[config.mk]
export PLATFORM = sky130hd
export DESIGN_NAME = euclidean_distance_accumulator
export DESIGN_NICKNAME = d
export VERILOG_FILES = /design/src/hdl/eda_pkg.sv /design/src/hdl/eda_ctrl.sv /design/src/hdl/eda_dpath.sv /design/src/hdl/euclidean_distance_accumulator.sv
export SDC_FILE = /design/constraint.sdc
export NUM_CORES = 1
export LEC_CHECK = 0
export BUFFER_PORTS_ARGS = -buffer_cell sky130_fd_sc_hd__buf_2
export CAP_MARGIN = 10
export CORE_MARGIN = 4
export CORE_UTILIZATION = 38
export CTS_CLUSTER_SIZE = 30
export DETAILED_ROUTE_END_ITERATION = 12
export GPL_ROUTABILITY_DRIVEN = 0
export HOLD_SLACK_MARGIN = 0.08
export PLACE_DENSITY = 0.52
export SLEW_MARGIN = 15
export SYNTH_ARGS = -nofsm -noshare
export SYNTH_HDL_FRONTEND = slang
export SYNTH_SLANG_ARGS = --single-unit
[constraint.sdc]
create_clock -name clk -period 12.85 [get_ports clk]
set_clock_uncertainty 0.2 [all_clocks]
set_input_delay 1.285 -clock clk [delete_from_list [all_inputs] [get_ports clk]]
set_output_delay 1.285 -clock clk [all_outputs]
set_load 0.02 [all_outputs]
[src/hdl/eda_pkg.sv]
package eda_pkg;

  localparam int SUM_W      = 43;
  localparam int DIST_W     = 22;
  localparam int OUT_DATA_W = ((DIST_W + 7) / 8) * 8;
  localparam int RAD_W      = 2 * DIST_W;
  localparam int REM_W      = DIST_W + 4;
  localparam int ROOT_STEPS = DIST_W;
  localparam int STEP_W     = $clog2(ROOT_STEPS);

  typedef enum logic [2:0] {
    ST_IDLE,
    ST_SQUARE,
    ST_ACCUM,
    ST_ROOT_INIT,
    ST_ROOT,
    ST_DONE
  } eda_state_t;

  typedef struct packed {
    logic load_in;
    logic square;
    logic accum;
    logic root_init;
    logic root_step;
    logic out_load;
  } eda_cmd_t;

  typedef struct packed {
    logic last_in;
    logic root_done;
    logic out_busy;
  } eda_sts_t;

endpackage

[src/hdl/eda_ctrl.sv]
module eda_ctrl
  import eda_pkg::*;
(
  input  logic     clk,
  input  logic     rst,
  input  logic     in_valid,
  output logic     in_ready,
  input  eda_sts_t sts,
  output eda_cmd_t cmd
);

  eda_state_t state, state_next;

  always_ff @(posedge clk) begin
    if (rst) begin
      state <= ST_IDLE;
    end else begin
      state <= state_next;
    end
  end

  always_comb begin
    state_next = state;
    cmd        = '0;
    in_ready   = 1'b0;
    unique case (state)
      ST_IDLE: begin
        in_ready = 1'b1;
        if (in_valid) begin
          cmd.load_in = 1'b1;
          state_next  = ST_SQUARE;
        end
      end
      ST_SQUARE: begin
        cmd.square = 1'b1;
        state_next = ST_ACCUM;
      end
      ST_ACCUM: begin
        cmd.accum  = 1'b1;
        state_next = sts.last_in ? ST_ROOT_INIT : ST_IDLE;
      end
      ST_ROOT_INIT: begin
        cmd.root_init = 1'b1;
        state_next    = ST_ROOT;
      end
      ST_ROOT: begin
        cmd.root_step = 1'b1;
        if (sts.root_done) begin
          state_next = ST_DONE;
        end
      end
      ST_DONE: begin
        if (!sts.out_busy) begin
          cmd.out_load = 1'b1;
          state_next   = ST_IDLE;
        end
      end
      default: begin
        state_next = ST_IDLE;
      end
    endcase
  end

endmodule

[src/hdl/eda_dpath.sv]
module eda_dpath
  import eda_pkg::*;
#(
  parameter int MAX_DIM   = 1024,
  parameter int ELEM_BITS = 16
) (
  input  logic                 clk,
  input  logic                 rst,
  input  eda_cmd_t             cmd,
  output eda_sts_t             sts,
  input  logic [ELEM_BITS-1:0] in_a,
  input  logic [ELEM_BITS-1:0] in_b,
  input  logic                 in_last,
  input  logic                 out_ready,
  output logic                 out_valid,
  output logic [DIST_W-1:0]    out_dist,
  output logic                 out_ovf
);

  localparam int SQ_W  = 2 * ELEM_BITS;
  localparam int ACC_W = ((SQ_W > SUM_W) ? SQ_W : SUM_W) + 1;
  localparam int CNT_W = $clog2(MAX_DIM + 1);

  logic signed [ELEM_BITS-1:0] a_r, b_r;
  logic                        last_r;
  logic        [SQ_W-1:0]      sq;
  logic        [SUM_W-1:0]     sum;
  logic        [CNT_W-1:0]     cnt;
  logic                        sat;
  logic        [RAD_W-1:0]     rad;
  logic        [REM_W-1:0]     rem;
  logic        [DIST_W-1:0]    root;
  logic        [STEP_W-1:0]    step;
  logic                        ovf_hold;

  logic signed [ELEM_BITS:0]   diff;
  logic        [ELEM_BITS-1:0] mag;
  logic        [ACC_W-1:0]     wide;
  logic        [REM_W-1:0]     rem_sh;
  logic        [REM_W-1:0]     trial;

  assign diff   = $signed({a_r[ELEM_BITS-1], a_r}) - $signed({b_r[ELEM_BITS-1], b_r});
  assign mag    = diff[ELEM_BITS] ? ELEM_BITS'(-diff) : ELEM_BITS'(diff);
  assign wide   = ACC_W'(sum) + ACC_W'(sq);
  assign rem_sh = {rem[REM_W-3:0], rad[RAD_W-1:RAD_W-2]};
  assign trial  = REM_W'({root, 2'b01});

  assign sts.last_in   = last_r;
  assign sts.root_done = (step == STEP_W'(ROOT_STEPS - 1));
  assign sts.out_busy  = out_valid && !out_ready;

  // input beat and squared difference
  always_ff @(posedge clk) begin
    if (cmd.load_in) begin
      a_r    <= in_a;
      b_r    <= in_b;
      last_r <= in_last;
    end
    if (cmd.square) begin
      sq <= mag * mag;
    end
  end

  // running sum with saturation
  always_ff @(posedge clk) begin
    if (rst) begin
      sum <= '0;
      cnt <= '0;
      sat <= 1'b0;
    end else if (cmd.root_init) begin
      sum <= '0;
      cnt <= '0;
      sat <= 1'b0;
    end else if (cmd.accum) begin
      if (cnt >= CNT_W'(MAX_DIM)) begin
        sat <= 1'b1;
        sum <= '1;
      end else begin
        cnt <= cnt + CNT_W'(1);
        if (wide[ACC_W-1:SUM_W] != '0) begin
          sum <= '1;
          sat <= 1'b1;
        end else begin
          sum <= wide[SUM_W-1:0];
        end
      end
    end
  end

  // digit-by-digit square root, one result bit per step
  always_ff @(posedge clk) begin
    if (cmd.root_init) begin
      rad      <= RAD_W'(sum);
      rem      <= '0;
      root     <= '0;
      step     <= '0;
      ovf_hold <= sat;
    end else if (cmd.root_step) begin
      rad  <= {rad[RAD_W-3:0], 2'b00};
      step <= step + STEP_W'(1);
      if (rem_sh >= trial) begin
        rem  <= rem_sh - trial;
        root <= {root[DIST_W-2:0], 1'b1};
      end else begin
        rem  <= rem_sh;
        root <= {root[DIST_W-2:0], 1'b0};
      end
    end
  end

  // output register
  always_ff @(posedge clk) begin
    if (rst) begin
      out_valid <= 1'b0;
    end else if (cmd.out_load) begin
      out_valid <= 1'b1;
    end else if (out_ready) begin
      out_valid <= 1'b0;
    end
  end

  always_ff @(posedge clk) begin
    if (cmd.out_load) begin
      out_dist <= root;
      out_ovf  <= ovf_hold;
    end
  end

endmodule

[src/hdl/euclidean_distance_accumulator.sv]
// a pair without tlast passes the square and add states before the next beat is taken
// a pair with tlast then passes root setup, 22 root steps and the output load, and the
// output load waits while an earlier result is still stalled on the output
// one pair is in work at a time: a new pair is taken only when the control is back in idle
// the output register lets the next vector stream in while a result waits
// reset: synchronous, clears the sum, element count, overflow flag and output valid
module euclidean_distance_accumulator
  import eda_pkg::*;
#(
  parameter int MAX_DIM   = 1024,
  parameter int ELEM_BITS = 16
) (
  input  logic                                    clk,
  input  logic                                    rst,
  input  logic                                    s_tvalid,
  output logic                                    s_tready,
  input  logic [((2 * ELEM_BITS + 7) / 8) * 8-1:0] s_tdata,  // elem_a, elem_b
  input  logic                                    s_tlast,  // last
  output logic                                    m_tvalid,
  input  logic                                    m_tready,
  output logic [OUT_DATA_W-1:0]                   m_tdata,  // distance
  output logic                                    m_tuser   // overflow
);

  eda_cmd_t          cmd;
  eda_sts_t          sts;
  logic [DIST_W-1:0] root_dist;

  eda_ctrl u_ctrl (
    .clk      (clk),
    .rst      (rst),
    .in_valid (s_tvalid),
    .in_ready (s_tready),
    .sts      (sts),
    .cmd      (cmd)
  );

  eda_dpath #(
    .MAX_DIM   (MAX_DIM),
    .ELEM_BITS (ELEM_BITS)
  ) u_dpath (
    .clk       (clk),
    .rst       (rst),
    .cmd       (cmd),
    .sts       (sts),
    .in_a      (s_tdata[ELEM_BITS-1:0]),
    .in_b      (s_tdata[2*ELEM_BITS-1:ELEM_BITS]),
    .in_last   (s_tlast),
    .out_ready (m_tready),
    .out_valid (m_tvalid),
    .out_dist  (root_dist),
    .out_ovf   (m_tuser)
  );

  assign m_tdata = OUT_DATA_W'(root_dist);

endmodule

==> reports/results.ini, run 1 <==
[outcome]
outcome = finished, final reports clean

[worst_hold_path]
hold-path-cell-count = 0
worst_hold_path_type = flip-flop to flip-flop
min_delay_worst_endpoint = u_dpath.out_ovf$_DFFE_PP_
min_from = u_dpath.ovf_hold$_DFFE_PP_

[timing]
timing.fmax_mhz = 95.9
setup-violations-final = 0
fin_setup_tns_ns = 0
rsz0062_at_grt = false
report.final.slew_viol_count = 0
tightest_slew_ns = 1.16
final.min_clock_period_ns = 10.43
min_period_over_period = 0.811
relSlewSlack = 0.223
final.hold.worst_slack_ns = 0.218
final_count_of_hold_timing_violations = 0

[cts]
tritoncts = built
tritoncts_num_sinks = 242
cts-hold-fix-buffers = 0
path_clk_slew_ns = 0.06
ctsLongestPathBuffers = 3
cts_max_level = 1
root_buffer = clkbuf_16
cts_made_buffers = 28
post-cts-setup-buffer-count = 0
post_cts_resized = 0
clock_latency_ns = 0.58

[logic_synthesis]
sequential_element_share_of_the_synthesized_area = 0.315
syn_area_per_cell_sq_um = 9.43
synthFlopType = edfxtp_1
yosys_warnings = 0
synth-seq-cells = 242
netlist_instances = 2074
asyncSetResetFlopFracSynth = 0
syn-cell-area_sq_um = 19600
synth-edff-count = 131
count_of_unique_library_cells_instantiated_by_yosys = 83

[run]
maxCapViolCount = 0

[critical_path]
critPathMaxStageDelay_ns = 0.76
cp.required_ns = 12.97
setup.worst_path.start_class = flip-flop
cell_repeated_most_along_the_worst_path = inv_1
largest_fanout_of_any_net_on_the_critical_path = 12
rr_worst_depth = 34
worst-r2r-setup-slack_ns = 2.42
worst_setup_path_end_kind = flip-flop
critical-path-slowest-cell = xnor2_1
critical_path.reg2reg.startpoint = u_dpath.a_r[0]$_DFFE_PP_
timing.rr.end = u_dpath.sq[30]$_DFFE_PP_
worst_ep_arrival_time_ns = 10.54
criticalPathCategory = flip-flop to flip-flop

[final_layout]
layout_commonest_cell = inv_1
multiInputGateArea_sq_um = 12000
fin_nets = 2500
nFillCells = 5003
area.growth.synth_to_final_pct = 10.5
final_cell_count_no_fill = 2818
proportion_of_layout_cells_with_a_drive_suffix_above_1 = 0.0760
layout.cells.most_common_list = 312 x inv_1, 234 x nand2_1, 174 x ha_1, 165 x fa_1, 158 x nor2_1
layout.area.seq_sq_um = 6160
num_antenna_cells = 0

[route]
avgViaCountPerCell = 4.99
detail_route.drc_violations = 0
violation_count_after_the_first_detailed_route_iteration = 742
routed-wl-met2_mm = 20.8
top_layer = met4
detail_route.first_pass.iterations = 5
route.detailed.wl_per_inst_um = 15.4
dr_total_vias = 14100
sum_of_routed_wire_length_over_all_layers_mm = 43.3
routed-wl-met3_mm = 1.22
number_of_routed_nets_with_antenna_violations = 0
wirelength_met1_mm = 19.8

[global_route]
grt_pass1_vias = 14900
first_pass_grt_wire_length_mm = 73.5
grt_usage = 0.157
global_route.overflow_total = 0
grt_start_max_net_pins = 60
antenna_found_initial = 0

[die]
floorplan.rows = 82
initial_utilization = 0.387
chipHeight_um = 235
die_width_um = 235
ios = 64
floorplan.die_area_sq_um = 55100
core_sq_um = 50500

[placement]
place.port_buffers = 61
dp.cells = 2766
hpwlAfterDp_mm = 33.7

[worst max-delay path by stage]
stage	from	endpoint	slack, ns	cells past startpoint
CTS	u_dpath.a_r[0]$_DFFE_PP_	u_dpath.sq[30]$_DFFE_PP_	2.40	38
floorplan	u_dpath.a_r[0]$_DFFE_PP_	u_dpath.sq[30]$_DFFE_PP_	3.79	37
detailed placement	u_dpath.a_r[0]$_DFFE_PP_	u_dpath.sq[30]$_DFFE_PP_	2.42	38
global route	u_dpath.a_r[0]$_DFFE_PP_	u_dpath.sq[30]$_DFFE_PP_	1.55	38
finish	u_dpath.a_r[0]$_DFFE_PP_	u_dpath.sq[30]$_DFFE_PP_	2.42	34
global placement	u_dpath.a_r[0]$_DFFE_PP_	u_dpath.sq[30]$_DFFE_PP_	2.72	33
[worst max-delay path: cells and delay by family, from the launching register on]
kind	cells	cell delay (ns)
and+or+nand+nor	2	0.32
DFF	1	0.36
AOI/OAI and AO/OA	13	3.73
buffers and inverters	8	0.76
xor gates and xnor gates	2	0.92
adders and majority gates	9	3.89
[cell usage after synthesis, drive strengths merged, types with 43 or more instances]
cell type / instances / area, sq um
inv: 317 / 1190
nand2: 236 / 891
ha: 174 / 2180
fa: 165 / 3300
nor2: 163 / 617
edfxtp: 131 / 3930
a21oi: 121 / 613
dfxtp: 111 / 2220
o21ai: 88 / 440
xnor2: 74 / 663
xor2: 47 / 419
a21o: 43 / 323
[registers in the layout, indices dropped and copies added (netlist names), 3 cells and up]
| register | count |
|---|---|
| u_dpath.sum | 43 |
| u_dpath.rad | 44 |
| u_dpath.b_r | 16 |
| u_dpath.cnt | 11 |
| u_dpath.root | 22 |
| u_ctrl.state | 3 |
| u_dpath.step | 5 |
| u_dpath.a_r | 16 |
| u_dpath.sq | 31 |
| u_dpath.rem | 24 |
| u_dpath.out_dist | 22 |
[routing by layer]
layer  track usage  vias up
met3        0.0204       77
met1         0.202     6735
met2         0.272      187
met5             0        -
li1              -     7060
met4        0.0544        0
[area by class of cell]
class                           instances  area share
Clock buffer                           38      0.0355
Clock inverter                         14      0.0116
Inverter                              320      0.0556
Multi-Input combinational cell       1454       0.553
Sequential cell                       242       0.285
Tap cell                              672      0.0389
Timing Repair Buffer                   78      0.0200
[cells by family (layout without fill, tap and decap cells)]
logic type / Yosys count / in the layout / synth area share
AOI/OAI and AO/OA: 418 / 418 / 0.139
xor gates and xnor gates: 121 / 121 / 0.0553
adders and majority gates: 339 / 339 / 0.280
buffers and inverters: 379 / 450 / 0.0744
DFF: 242 / 242 / 0.315
muxes: 19 / 19 / 0.00973
other: 1 / 2 / 0.000192
and+or+nand+nor: 555 / 555 / 0.126
[metrics by stage]
| step | worst slack, ns | utilization | area, sq um |
|---|---|---|---|
| finish | 2.42 | 0.428 | 21600 |
| global route | 1.55 | 0.428 | 21600 |
| CTS | 2.40 | 0.428 | 21600 |
| detailed placement | 2.42 | 0.408 | 20600 |
| global placement | 2.72 | 0.408 | 20600 |
| floorplan | 3.79 | - | 19600 |
Power of run 1 is left out: the tool's default activity adds up to more than one toggle a clock period on the data nets, which glitch-free logic cannot reach.
==> inputs of run 2 (changes only) <==
clock period = 10.21 ns   (was 12.85 ns; I/O delays follow)
==> run 2 against run 1 <==
Against the previous run:
- setup slack got worse by 1.8 ns
- critical endpoint unchanged
- worst hold slack better by 0.0053 ns
- via count up 2.2%
- register-to-register slack got worse by 1.8 ns
- final area hardly changed
- sequential cell count stayed put
- cell count rose by 0.43%
- non-clock buffer count grew 10
- die area stayed put
- fmax grew 9.3%
==> reports/results.ini, run 2 (synthesized netlist as in run 1, its figures left out) <==
[outcome]
outcome = finished, final reports clean

[route]
route.detailed.wl_per_inst_um = 15.6
avgViaCountPerCell = 5.08
detail_route.first_pass.iterations = 5
sum_of_routed_wire_length_over_all_layers_mm = 44.1
violation_count_after_the_first_detailed_route_iteration = 559
detail_route.drc_violations = 0
number_of_routed_nets_with_antenna_violations = 0
dr_total_vias = 14400

[placement]
place.port_buffers = 61
dp_worst_setup_slack_ns = 0.354
hpwlAfterDp_mm = 34.1

[critical_path]
crit_cells = 31
cell_repeated_most_along_the_worst_path = fa_1
largest_fanout_of_any_net_on_the_critical_path = 10
timing.rr.end = u_dpath.sq[30]$_DFFE_PP_
critical-path-slowest-cell = fa_1
critical_path.reg2reg.startpoint = u_dpath.a_r[0]$_DFFE_PP_
critPathMaxStageDelay_ns = 0.54
worst_ep_arrival_time_ns = 9.65
path_buf_inv = 5
cp.required_ns = 10.33
rr_worst_depth = 31
setup.worst_path.start_class = flip-flop
worst_setup_path_end_kind = flip-flop
category_of_cells_accounting_for_the_largest_share_of_critical_path_delay = adder cells
worst-r2r-setup-slack_ns = 0.67
criticalPathCategory = flip-flop to flip-flop

[worst_hold_path]
worst_hold_path_type = flip-flop to flip-flop
min_delay_worst_endpoint = u_dpath.out_ovf$_DFFE_PP_
min_from = u_dpath.ovf_hold$_DFFE_PP_
hold-path-cell-count = 0

[final_layout]
largest_register = u_dpath.rad
proportion_of_layout_cells_with_a_drive_suffix_above_1 = 0.0834
layout_commonest_cell = inv_1
nFillCells = 4987
largest_register_ff_count = 44
num_antenna_cells = 0
final_util = 0.428
layout.area.seq_sq_um = 6160
layout.cells.most_common_list = 312 x inv_1, 233 x nand2_1, 174 x ha_1, 165 x fa_1, 158 x nor2_1
area.growth.synth_to_final_pct = 10.6
fin_nets = 2511
multiInputGateArea_sq_um = 12000
largest_registers_in_the_final_layout = u_dpath.rad: 44 flops, u_dpath.sum: 43 flops, u_dpath.sq: 31 flops

[timing]
relSlewSlack = 0.369
timing.fmax_mhz = 105
finalWorstSetupSlack_ns = 0.672
fin_setup_tns_ns = 0
final.min_clock_period_ns = 9.54
tightest_slew_ns = 0.944
report.final.slew_viol_count = 0
min_period_over_period = 0.934
final_count_of_hold_timing_violations = 0
setup-violations-final = 0
final.hold.worst_slack_ns = 0.223
rsz0062_at_grt = false

[run]
maxCapViolCount = 0

[die]
core_sq_um = 50500
chipHeight_um = 235
floorplan.die_area_sq_um = 55100
ios = 64
floorplan.rows = 82
die_width_um = 235
initial_utilization = 0.387

[cts]
clock_latency_ns = 0.59
tritoncts_num_sinks = 242
tritoncts = built
ctsLongestPathBuffers = 3
cts_made_buffers = 29
root_buffer = clkbuf_16
path_clk_slew_ns = 0.06
cts_max_level = 1
cts-hold-fix-buffers = 0

[global_route]
antenna_found_initial = 1
global_route.overflow_total = 0
grt_start_max_net_pins = 61
grt_pass1_vias = 14900
first_pass_grt_wire_length_mm = 73.9
grt_usage = 0.158

-- run 2: what timing repair did --
item | in CTS | in global routing
resized for setup | 0 | 8
endpoints found under the setup margin | 0 | 4
setup buffers | 0 | 2
hold endpoints to repair | 0 | 0
-- run 2: worst register-to-register path, delay by kind of cell, from the launching register on --
family	cells	cell delay (ns)
adder cells (fa/ha/maj)	9	3.98
AO/OA/AOI/OAI	11	3.16
XOR/XNOR	2	0.45
buffers and inverters	5	0.28
AND/OR/NAND/NOR	4	0.87
flip-flops	1	0.36
-- run 2: worst max path at each step --
stage	from	end
global placement	u_dpath.a_r[0]$_DFFE_PP_	u_dpath.sq[30]$_DFFE_PP_
detailed placement	u_dpath.a_r[0]$_DFFE_PP_	u_dpath.sq[30]$_DFFE_PP_
finish	u_dpath.a_r[0]$_DFFE_PP_	u_dpath.sq[30]$_DFFE_PP_
CTS	u_dpath.a_r[0]$_DFFE_PP_	u_dpath.sq[30]$_DFFE_PP_
floorplan	u_dpath.a_r[0]$_DFFE_PP_	u_dpath.sq[30]$_DFFE_PP_
global route	u_dpath.a_r[0]$_DFFE_PP_	u_dpath.sq[30]$_DFFE_PP_
-- run 2: metal layers --
| metal | vias to the layer above | share of wire | GRT usage | routed length, um |
|---|---|---|---|---|
| met2 | 223 | 0.49 | 0.282 | 21600 |
| li1 | 7094 | - | - | - |
| met4 | 2 | 0.031 | 0.0460 | 1370 |
| met3 | 82 | 0.039 | 0.0245 | 1710 |
| met1 | 6965 | 0.44 | 0.198 | 19400 |
| met5 | - | 0.00027 | 0 | 12 |
-- run 2: through the flow --
step	cell area, sq um	instances
after floorplan	19600	2075
after global placement	20700	2774
after detailed placement	20700	2774
after CTS	21600	2828
after global routing	21600	2830
final	21600	2830
-- run 2: area by class of cell --
| class | count | share of cell area |
|---|---|---|
| flip-flops and latches | 242 | 0.285 |
| inverters | 320 | 0.0558 |
| clock inverters | 14 | 0.00411 |
| well taps | 672 | 0.0389 |
| clock buffers | 40 | 0.0378 |
| repair buffers | 88 | 0.0235 |
| multi-input cells | 1454 | 0.555 |
Power of run 2 is left out for the same reason.
==> inputs of run 3 (changes only) <==
BUFFER_PORTS_ARGS = -buffer_cell sky130_fd_sc_hd__buf_4   (was -buffer_cell sky130_fd_sc_hd__buf_2)
CTS_BUF_LIST = sky130_fd_sc_hd__clkbuf_8   (was unset)
==> run 3 against run 2 <==
Against the previous run:
- non-clock buffer count down 1
- critical path depth up 1
- final area rose by 0.75%
- fmax rose by 0.64%
- global-route usage rose by 0.34 points
- critical endpoint unchanged
- clock-buffer cell count up 8
==> reports/results.ini, run 3 (synthesized netlist as in run 1, its figures left out) <==
[route]
detail_route.drc_violations = 0
number_of_routed_nets_with_antenna_violations = 0
detail_route.first_pass.iterations = 5
avgViaCountPerCell = 5.03
dr_total_vias = 14400
route.detailed.wl_per_inst_um = 15.6
violation_count_after_the_first_detailed_route_iteration = 650
sum_of_routed_wire_length_over_all_layers_mm = 44.5

[critical_path]
setup.worst_path.start_class = flip-flop
criticalPathCategory = flip-flop to flip-flop
worst_setup_path_end_kind = flip-flop
critical-path-slowest-cell = fa_1
worst_ep_arrival_time_ns = 9.61
path_buf_inv = 5
critPathMaxStageDelay_ns = 0.54
cp.required_ns = 10.34
category_of_cells_accounting_for_the_largest_share_of_critical_path_delay = adder cells
largest_fanout_of_any_net_on_the_critical_path = 10
cell_repeated_most_along_the_worst_path = fa_1

[die]
die_width_um = 235
ios = 64
floorplan.rows = 82
initial_utilization = 0.387
chipHeight_um = 235
core_sq_um = 50500
floorplan.die_area_sq_um = 55100

[run]
maxCapViolCount = 0

[final_layout]
area.growth.synth_to_final_pct = 11.4
fin_nets = 2526
largest_registers_in_the_final_layout = u_dpath.rad: 44 flops, u_dpath.sum: 43 flops, u_dpath.sq: 31 flops
final_util = 0.432
proportion_of_layout_cells_with_a_drive_suffix_above_1 = 0.0874
layout_commonest_cell = inv_1
largest_register = u_dpath.rad
final_cell_count_no_fill = 2858
num_antenna_cells = 0
layout.cells.most_common_list = 328 x inv_1, 234 x nand2_1, 174 x ha_1, 165 x fa_1, 157 x nor2_1
largest_register_ff_count = 44

[placement]
dp.cells = 2775
place.port_buffers = 61
hpwlAfterDp_mm = 34.3

[worst_hold_path]
worst_hold_path_type = flip-flop to flip-flop

[timing]
final_count_of_hold_timing_violations = 0
report.final.slew_viol_count = 0
final.min_clock_period_ns = 9.48
relSlewSlack = 0.224
rsz0062_at_grt = false
fin_setup_tns_ns = 0
timing.fmax_mhz = 106
setup-violations-final = 0
tightest_slew_ns = 1.16
min_period_over_period = 0.928

[global_route]
antenna_found_initial = 0
grt_usage = 0.162
grt_start_max_net_pins = 60
first_pass_grt_wire_length_mm = 74.8
global_route.overflow_total = 0
grt_pass1_vias = 15100

[outcome]
outcome = finished, final reports clean

[cts]
cts_max_level = 2
ctsLongestPathBuffers = 3
root_buffer = clkbuf_8
tritoncts = built
cts_made_buffers = 45
clock_latency_ns = 0.63
path_clk_slew_ns = 0.06
tritoncts_num_sinks = 242
post-cts-setup-buffer-count = 0

## run 3: cell count changes in the layout (fill, tap and decap cells not counted), sizes merged
cell,before,now
inv,319,337
bufinv,0,5
buf,88,87
clkinvlp,4,2
clkbuf,40,48
## run 3: per-stage QoR
step / setup slack (ns) / hold WS, ns / cell area (sq um)
3_5_place_dp: 0.441 / 0.206 / 20800
6_report: 0.732 / 0.221 / 21800
4_1_cts: 0.405 / 0.220 / 21800
3_3_place_gp: 0.640 / 0.209 / 20800
5_1_grt: 0.0941 / 0.237 / 21800
2_1_floorplan: 1.15 / 0.200 / 19600
## run 3: metal layers
metal  vias up  track usage  part of all wire
li1       7125            -                 -
met1      6915        0.200              0.45
met2       235        0.284              0.48
met3        98       0.0233             0.033
met4         0       0.0650             0.038
met5         -            0                 0
## run 3: path summary, 6_finish.rpt
path                                            startpoint                   endpoint  slack [ns]  cells past startpoint
worst max-delay path              u_dpath.a_r[0]$_DFFE_PP_   u_dpath.sq[30]$_DFFE_PP_        0.73                     32
worst min-delay path            u_dpath.ovf_hold$_DFFE_PP_  u_dpath.out_ovf$_DFFE_PP_        0.22                      0
worst max register to register    u_dpath.a_r[0]$_DFFE_PP_   u_dpath.sq[30]$_DFFE_PP_        0.73                     32
worst min register to register  u_dpath.ovf_hold$_DFFE_PP_  u_dpath.out_ovf$_DFFE_PP_        0.22                      0
## run 3: layout make-up
cell class,instances,area [sq um]
inverters,320,1210
well taps,672,841
clock inverters,35,300
fillers,5012,28700
flip-flops and latches,242,6160
repair buffers,87,653
multi-input cells,1454,12000
clock buffers,48,661
## run 3: what timing repair did
action,CTS,global route
setup endpoints to repair,0,2
hold buffers,0,0
resized for setup,0,6
## run 3: worst register-to-register path: cells and delay by family, from the launching register on
| kind | cells | cell delay [ns] |
|---|---|---|
| simple gates | 6 | 1.18 |
| flops | 1 | 0.35 |
| fa+ha+maj | 9 | 4.02 |
| compound gates | 10 | 2.75 |
| buf+inv | 5 | 0.26 |
| xor+xnor | 2 | 0.46 |
Power of run 3 is left out for the same reason.
